--- src/hw/rtl/bmpl_pkg.sv ---
// Shared types and constants for the binomial-mod-prime (Lucas) block.
// Holds the controller/datapath command and status structs; no dependencies.
`timescale 1ns / 1ps

package bmpl_pkg;

  localparam int DATA_W = 63;
  localparam int OUT_W  = 16;

  // Datapath operations issued by the controller, one per cycle.
  typedef enum logic [3:0] {
    OP_NONE,
    OP_FILL_INIT,
    OP_MM_START,
    OP_FAC_WR,
    OP_POW_INIT,
    OP_ACC_WB,
    OP_POW_BIT,
    OP_INV_INIT,
    OP_INV_WR,
    OP_LOAD,
    OP_DIV_START,
    OP_READ1,
    OP_READ2,
    OP_READ3,
    OP_M_WB,
    OP_RESULT
  } dp_op_t;

  // Operand pairs for the modular multiplier.
  typedef enum logic [2:0] {
    SEL_FILL,
    SEL_SQR,
    SEL_POWB,
    SEL_T12,
    SEL_T3,
    SEL_ACC
  } mm_sel_t;

  typedef struct packed {
    dp_op_t  op;
    mm_sel_t sel;
    logic    zero_acc;
  } dp_cmd_t;

  typedef struct packed {
    logic mm_busy;
    logic div_busy;
    logic idx_last;
    logic idx_one;
    logic exp_bit;
    logic bit_zero;
    logic r_zero;
    logic acc_zero;
    logic nd_lt_rd;
  } dp_status_t;

endpackage

--- src/hw/rtl/bmpl_ctrl.sv ---
// Controller state machine: start-up table fill, then per-item Lucas digit loop.
// Depends on bmpl_pkg; drives bmpl_datapath through command and status structs.
`timescale 1ns / 1ps

module bmpl_ctrl (
  input  logic                 clk,
  input  logic                 rst,
  input  logic                 in_valid,
  output logic                 in_ready,
  output logic                 out_valid,
  input  logic                 out_ready,
  output bmpl_pkg::dp_cmd_t    cmd,
  input  bmpl_pkg::dp_status_t status
);
  import bmpl_pkg::*;

  typedef enum logic [4:0] {
    S_FILL_INIT, S_FAC_MUL, S_FAC_WAIT,
    S_POW_INIT, S_POW_SQR, S_POW_SQR_WAIT, S_POW_MUL, S_POW_MUL_WAIT, S_POW_NEXT,
    S_INV_INIT, S_INV_MUL, S_INV_WAIT,
    S_IDLE, S_CHECK, S_DIV_WAIT, S_READ1, S_READ2, S_READ3,
    S_M12, S_M12_WAIT, S_M3, S_M3_WAIT, S_MACC, S_MACC_WAIT, S_DONE
  } state_t;

  state_t state;
  state_t state_next;
  logic   out_load;

  always_comb begin
    state_next   = state;
    cmd.op       = OP_NONE;
    cmd.sel      = SEL_FILL;
    cmd.zero_acc = 1'b0;
    in_ready     = 1'b0;
    out_load     = 1'b0;
    case (state)
      S_FILL_INIT: begin
        cmd.op     = OP_FILL_INIT;
        state_next = S_FAC_MUL;
      end
      S_FAC_MUL: begin
        cmd.op     = OP_MM_START;
        state_next = S_FAC_WAIT;
      end
      S_FAC_WAIT: begin
        if (!status.mm_busy) begin
          cmd.op     = OP_FAC_WR;
          state_next = status.idx_last ? S_POW_INIT : S_FAC_MUL;
        end
      end
      S_POW_INIT: begin
        cmd.op     = OP_POW_INIT;
        state_next = S_POW_SQR;
      end
      S_POW_SQR: begin
        cmd.op     = OP_MM_START;
        cmd.sel    = SEL_SQR;
        state_next = S_POW_SQR_WAIT;
      end
      S_POW_SQR_WAIT: begin
        if (!status.mm_busy) begin
          cmd.op     = OP_ACC_WB;
          state_next = status.exp_bit ? S_POW_MUL : S_POW_NEXT;
        end
      end
      S_POW_MUL: begin
        cmd.op     = OP_MM_START;
        cmd.sel    = SEL_POWB;
        state_next = S_POW_MUL_WAIT;
      end
      S_POW_MUL_WAIT: begin
        if (!status.mm_busy) begin
          cmd.op     = OP_ACC_WB;
          state_next = S_POW_NEXT;
        end
      end
      S_POW_NEXT: begin
        if (status.bit_zero) begin
          state_next = S_INV_INIT;
        end else begin
          cmd.op     = OP_POW_BIT;
          state_next = S_POW_SQR;
        end
      end
      S_INV_INIT: begin
        cmd.op     = OP_INV_INIT;
        state_next = S_INV_MUL;
      end
      S_INV_MUL: begin
        cmd.op     = OP_MM_START;
        state_next = S_INV_WAIT;
      end
      S_INV_WAIT: begin
        if (!status.mm_busy) begin
          cmd.op     = OP_INV_WR;
          state_next = status.idx_one ? S_IDLE : S_INV_MUL;
        end
      end
      S_IDLE: begin
        in_ready = 1'b1;
        if (in_valid) begin
          cmd.op     = OP_LOAD;
          state_next = S_CHECK;
        end
      end
      S_CHECK: begin
        if (status.r_zero || status.acc_zero) begin
          state_next = S_DONE;
        end else begin
          cmd.op     = OP_DIV_START;
          state_next = S_DIV_WAIT;
        end
      end
      S_DIV_WAIT: begin
        if (!status.div_busy) begin
          state_next = S_READ1;
        end
      end
      S_READ1: begin
        cmd.op       = OP_READ1;
        cmd.zero_acc = status.nd_lt_rd;
        state_next   = status.nd_lt_rd ? S_CHECK : S_READ2;
      end
      S_READ2: begin
        cmd.op     = OP_READ2;
        state_next = S_READ3;
      end
      S_READ3: begin
        cmd.op     = OP_READ3;
        state_next = S_M12;
      end
      S_M12: begin
        cmd.op     = OP_MM_START;
        cmd.sel    = SEL_T12;
        state_next = S_M12_WAIT;
      end
      S_M12_WAIT: begin
        if (!status.mm_busy) begin
          cmd.op     = OP_M_WB;
          state_next = S_M3;
        end
      end
      S_M3: begin
        cmd.op     = OP_MM_START;
        cmd.sel    = SEL_T3;
        state_next = S_M3_WAIT;
      end
      S_M3_WAIT: begin
        if (!status.mm_busy) begin
          cmd.op     = OP_M_WB;
          state_next = S_MACC;
        end
      end
      S_MACC: begin
        cmd.op     = OP_MM_START;
        cmd.sel    = SEL_ACC;
        state_next = S_MACC_WAIT;
      end
      S_MACC_WAIT: begin
        if (!status.mm_busy) begin
          cmd.op     = OP_ACC_WB;
          state_next = S_CHECK;
        end
      end
      S_DONE: begin
        if (!out_valid || out_ready) begin
          cmd.op     = OP_RESULT;
          out_load   = 1'b1;
          state_next = S_IDLE;
        end
      end
      default: state_next = S_FILL_INIT;
    endcase
  end

  always_ff @(posedge clk) begin
    if (rst) begin
      state     <= S_FILL_INIT;
      out_valid <= 1'b0;
    end else begin
      state <= state_next;
      if (out_load) begin
        out_valid <= 1'b1;
      end else if (out_ready) begin
        out_valid <= 1'b0;
      end
    end
  end

endmodule

--- config.mk ---
export PLATFORM = sky130hd
export DESIGN_NAME = bmpl_ctrl
export DESIGN_NICKNAME = d
export VERILOG_FILES = /design/src/hw/rtl/bmpl_pkg.sv /design/src/hw/rtl/bmpl_ctrl.sv
export SDC_FILE = /design/constraint.sdc
export NUM_CORES = 1
export LEC_CHECK = 0
export BUFFER_PORTS_ARGS = -buffer_cell sky130_fd_sc_hd__buf_2
export CAP_MARGIN = 10
export CORE_MARGIN = 2
export CORE_UTILIZATION = 39
export DETAILED_ROUTE_END_ITERATION = 8
export GPL_TIMING_DRIVEN = 0
export PLACE_DENSITY = 0.67
export SYNTH_ARGS = -nofsm -noshare
export SYNTH_HDL_FRONTEND = slang
export SYNTH_SLANG_ARGS = --single-unit
--- constraint.sdc ---
create_clock -name clk -period 1.7 [get_ports clk]
set_input_delay 0.255 -clock clk [delete_from_list [all_inputs] [get_ports clk]]
set_output_delay 0.255 -clock clk [all_outputs]
set_load 0.05 [all_outputs]
==> results.cfg <==
[worst_hold_path]
hold_class = in -> reg
min_path_cells = 2

[synthesis]
synth-seq-cells = 6
yosys.area_share.simple_pct = 37.4
synth_nets = 152
synth_compound_area_share_pct = 37.3
yosysUniqueCellTypes = 46
synth-xor-area-share_pct = 0.942
synth_area_um2 = 930
ys_warn_count = 0
synthMuxAreaShare_pct = 2.15
synth_top_family_by_area = simple AND/OR/NAND/NOR gates
synth-edff-count = 0
ys_seq_area_share_pct = 12.9
synth_adder_area_share_pct = 0
synth_flop_cell = dfxtp_1
syn-mean-instance-area_um2 = 6.69
async_reset_ff_share_pct = 0
syn_inst = 139

[drt]
wl_per_cell_um = 23.1
via_per_inst = 6.86
drt-pass1-iter-count = 5
drc = 0
ant_nets = 0
routed_wl_um = 5250
drt_iter0_markers = 119
vias = 1557

[layout]
diodes = 0
final_core_util_pct = 81.3
drive_gt1_share_pct = 59.3
nNetsFinal = 214
multi_input_area_um2 = 946
fill_cells = 126
area_growth_pct = 95.4
register_area_um2 = 136

[setup_path]
cp-start-kind = flip-flop
r2r_cells = 7
worstPathMaxFanout = 8
required_ps = 1440
critPathArrivalTime_ps = 1720
r2r_setup_slack_ps = -170
critPathCaptureType = primary output
crit_type = reg -> out

[global_routing]
grt_pass1_wl_um = 7340
grt_max_degree = 11
grt_use_total_pct = 36.4
grt_pass1_vias = 1402
grt_remaining_overflow = 0
antenna_found_initial = 0

[clock_tree]
cts_root_buf = clkbuf_4
path_clk_slew_ps = 60
hold_buffers = 0
clockBufferDepth = 2
cts.htree.levels = 1
cts_num_sinks = 6
cts_tree = built
cts-buffers-inserted = 3
clk-insertion-delay-late_ps = 260

[job]
cap_violations = 0

[timing]
slew_headroom_pct = 70.7
fin_ws_ps = -270
fmax_ghz = 0.508
holdWs_ps = 259
tightest_slew_ps = 429
rsz0062_at_grt = yes
min_period_over_period_pct = 116
fin_crit_ps = 1970
finalClockSkew_ps = 7.72
hold_viol_final = 0
setup_viol = 10
drv_slew = 0

[floorplan]
initial_core_util_pct = 41.6
die_y_um = 52.8
die_w_um = 52.8
ios = 23
placementRows = 17
die_area_um2 = 2790
coreArea_um2 = 2230

[status]
status = finished with violations
violations = setup timing

[place]
io_buffers = 22
gp_congestion = 0.912
dpl.hpwl_um = 2370

[pwr]
powerDensity_nw_per_um2 = 1280
leakage_nw = 0.741
ir_drop_uv = 884
## sequential cells by signal, summed over array words and instances, names as in the netlist
signal	cells
out_valid	1
state	5
## layout make-up
class | count | area share [%]
timing repair buffer | 57 | 26.3
tap | 28 | 1.93
multi-input combinational | 114 | 52.1
clock buffer | 3 | 1.24
inverter | 6 | 1.24
buffer | 13 | 9.71
sequential | 6 | 7.51
## metrics by stage
step	setup TNS, ps	cell area, um2	std cells	power, mW	setup WS (ps)
floorplan	-387	1030	139	1.14	-167
global placement	-1420	1170	189	1.38	-334
detailed placement	-1450	1170	189	1.38	-334
CTS	-638	1680	219	2.03	-184
global route	-2160	1820	227	2.38	-315
finish	-1610	1820	227	2.32	-270
## cell usage in the layout (no fill, tap or decap), drive strengths merged, types with 2 or more instances in the layout
master and n:
a2111oi 2, a21oi 8, a22oi 4, a311oi 2
a31oi 3, buf 68, clkbuf 4, dfxtp 6
inv 6, mux2i 2, nand2 13, nand2b 5
nand3 6, nand3b 4, nand4 3, nor2 16
nor2b 6, nor3 4, nor3b 3, o21ai 7
o2bb2ai 4, o32a 2, or3 2
## routing by layer
layer	track usage (%)	up-vias	routed length, um
li1	-	646	-
met1	46.8	728	1930
met2	57.5	148	2390
met3	9.43	35	687
met4	13.7	0	239
met5	0	-	0
## critical path, cell delays in order (launching register included)
cell and delay (ps):
dfxtp_4 360, buf_8 140, clkbuf_16 160, a2111oi_4 310, a31oi_2 100, o221ai_4 190
buf_6 180
## report_power, final
part,internal (mW),switching (mW)
registers,0.177,0.0319
clock network,0.0809,0.0665
logic,0.918,1.05
total,1.18,1.15
## path summary, 6_finish.rpt
path / startpoint / end
worst max-delay path: state[3] / cmd[4]
worst min-delay path: rst / out_valid
worst max register to register: state[4] / state[1]
worst min register to register: out_valid / out_valid
## cell families after synthesis
| logic type | Yosys count |
|---|---|
| AND/OR/NAND/NOR | 66 |
| AO/OA/AOI/OAI | 45 |
| buffers and inverters | 19 |
| flip-flops | 6 |
| multiplexers | 2 |
| XOR/XNOR | 1 |
## timing repair
action / in CTS / in global routing
setup endpoints to repair: 9 / 14
buffers inserted: 25 / 8
resized for setup: 76 / 20
endpoints found under the hold margin: 0 / 0
cloned: 2 / 0
pin swaps: 14 / 16
## cell usage after synthesis (2+ instances only)
library cell / count / area (um2)
a21oi_1: 8 / 40.0
nor2_1: 16 / 60.1
o2bb2ai_1: 4 / 35.0
nand2_1: 13 / 48.8
a31oi_1: 2 / 12.5
nor3b_1: 2 / 15.0
a2111oi_0: 2 / 17.5
nand2b_1: 5 / 31.3
nand4_1: 3 / 18.8
buf_1: 2 / 7.51
nor2b_1: 6 / 37.5
nor3_1: 4 / 20.0
o32a_1: 2 / 20.0
a22oi_1: 3 / 22.5
nand3_1: 6 / 30.0
inv_1: 6 / 22.5
mux2i_1: 2 / 20.0
dfxtp_1: 6 / 120
nand3b_1: 4 / 30.0
or3_1: 2 / 12.5
a311oi_1: 2 / 17.5
buf_2: 9 / 45.0
o21ai_0: 7 / 35.0
Note: power is estimated with default switching activity, not from simulation.
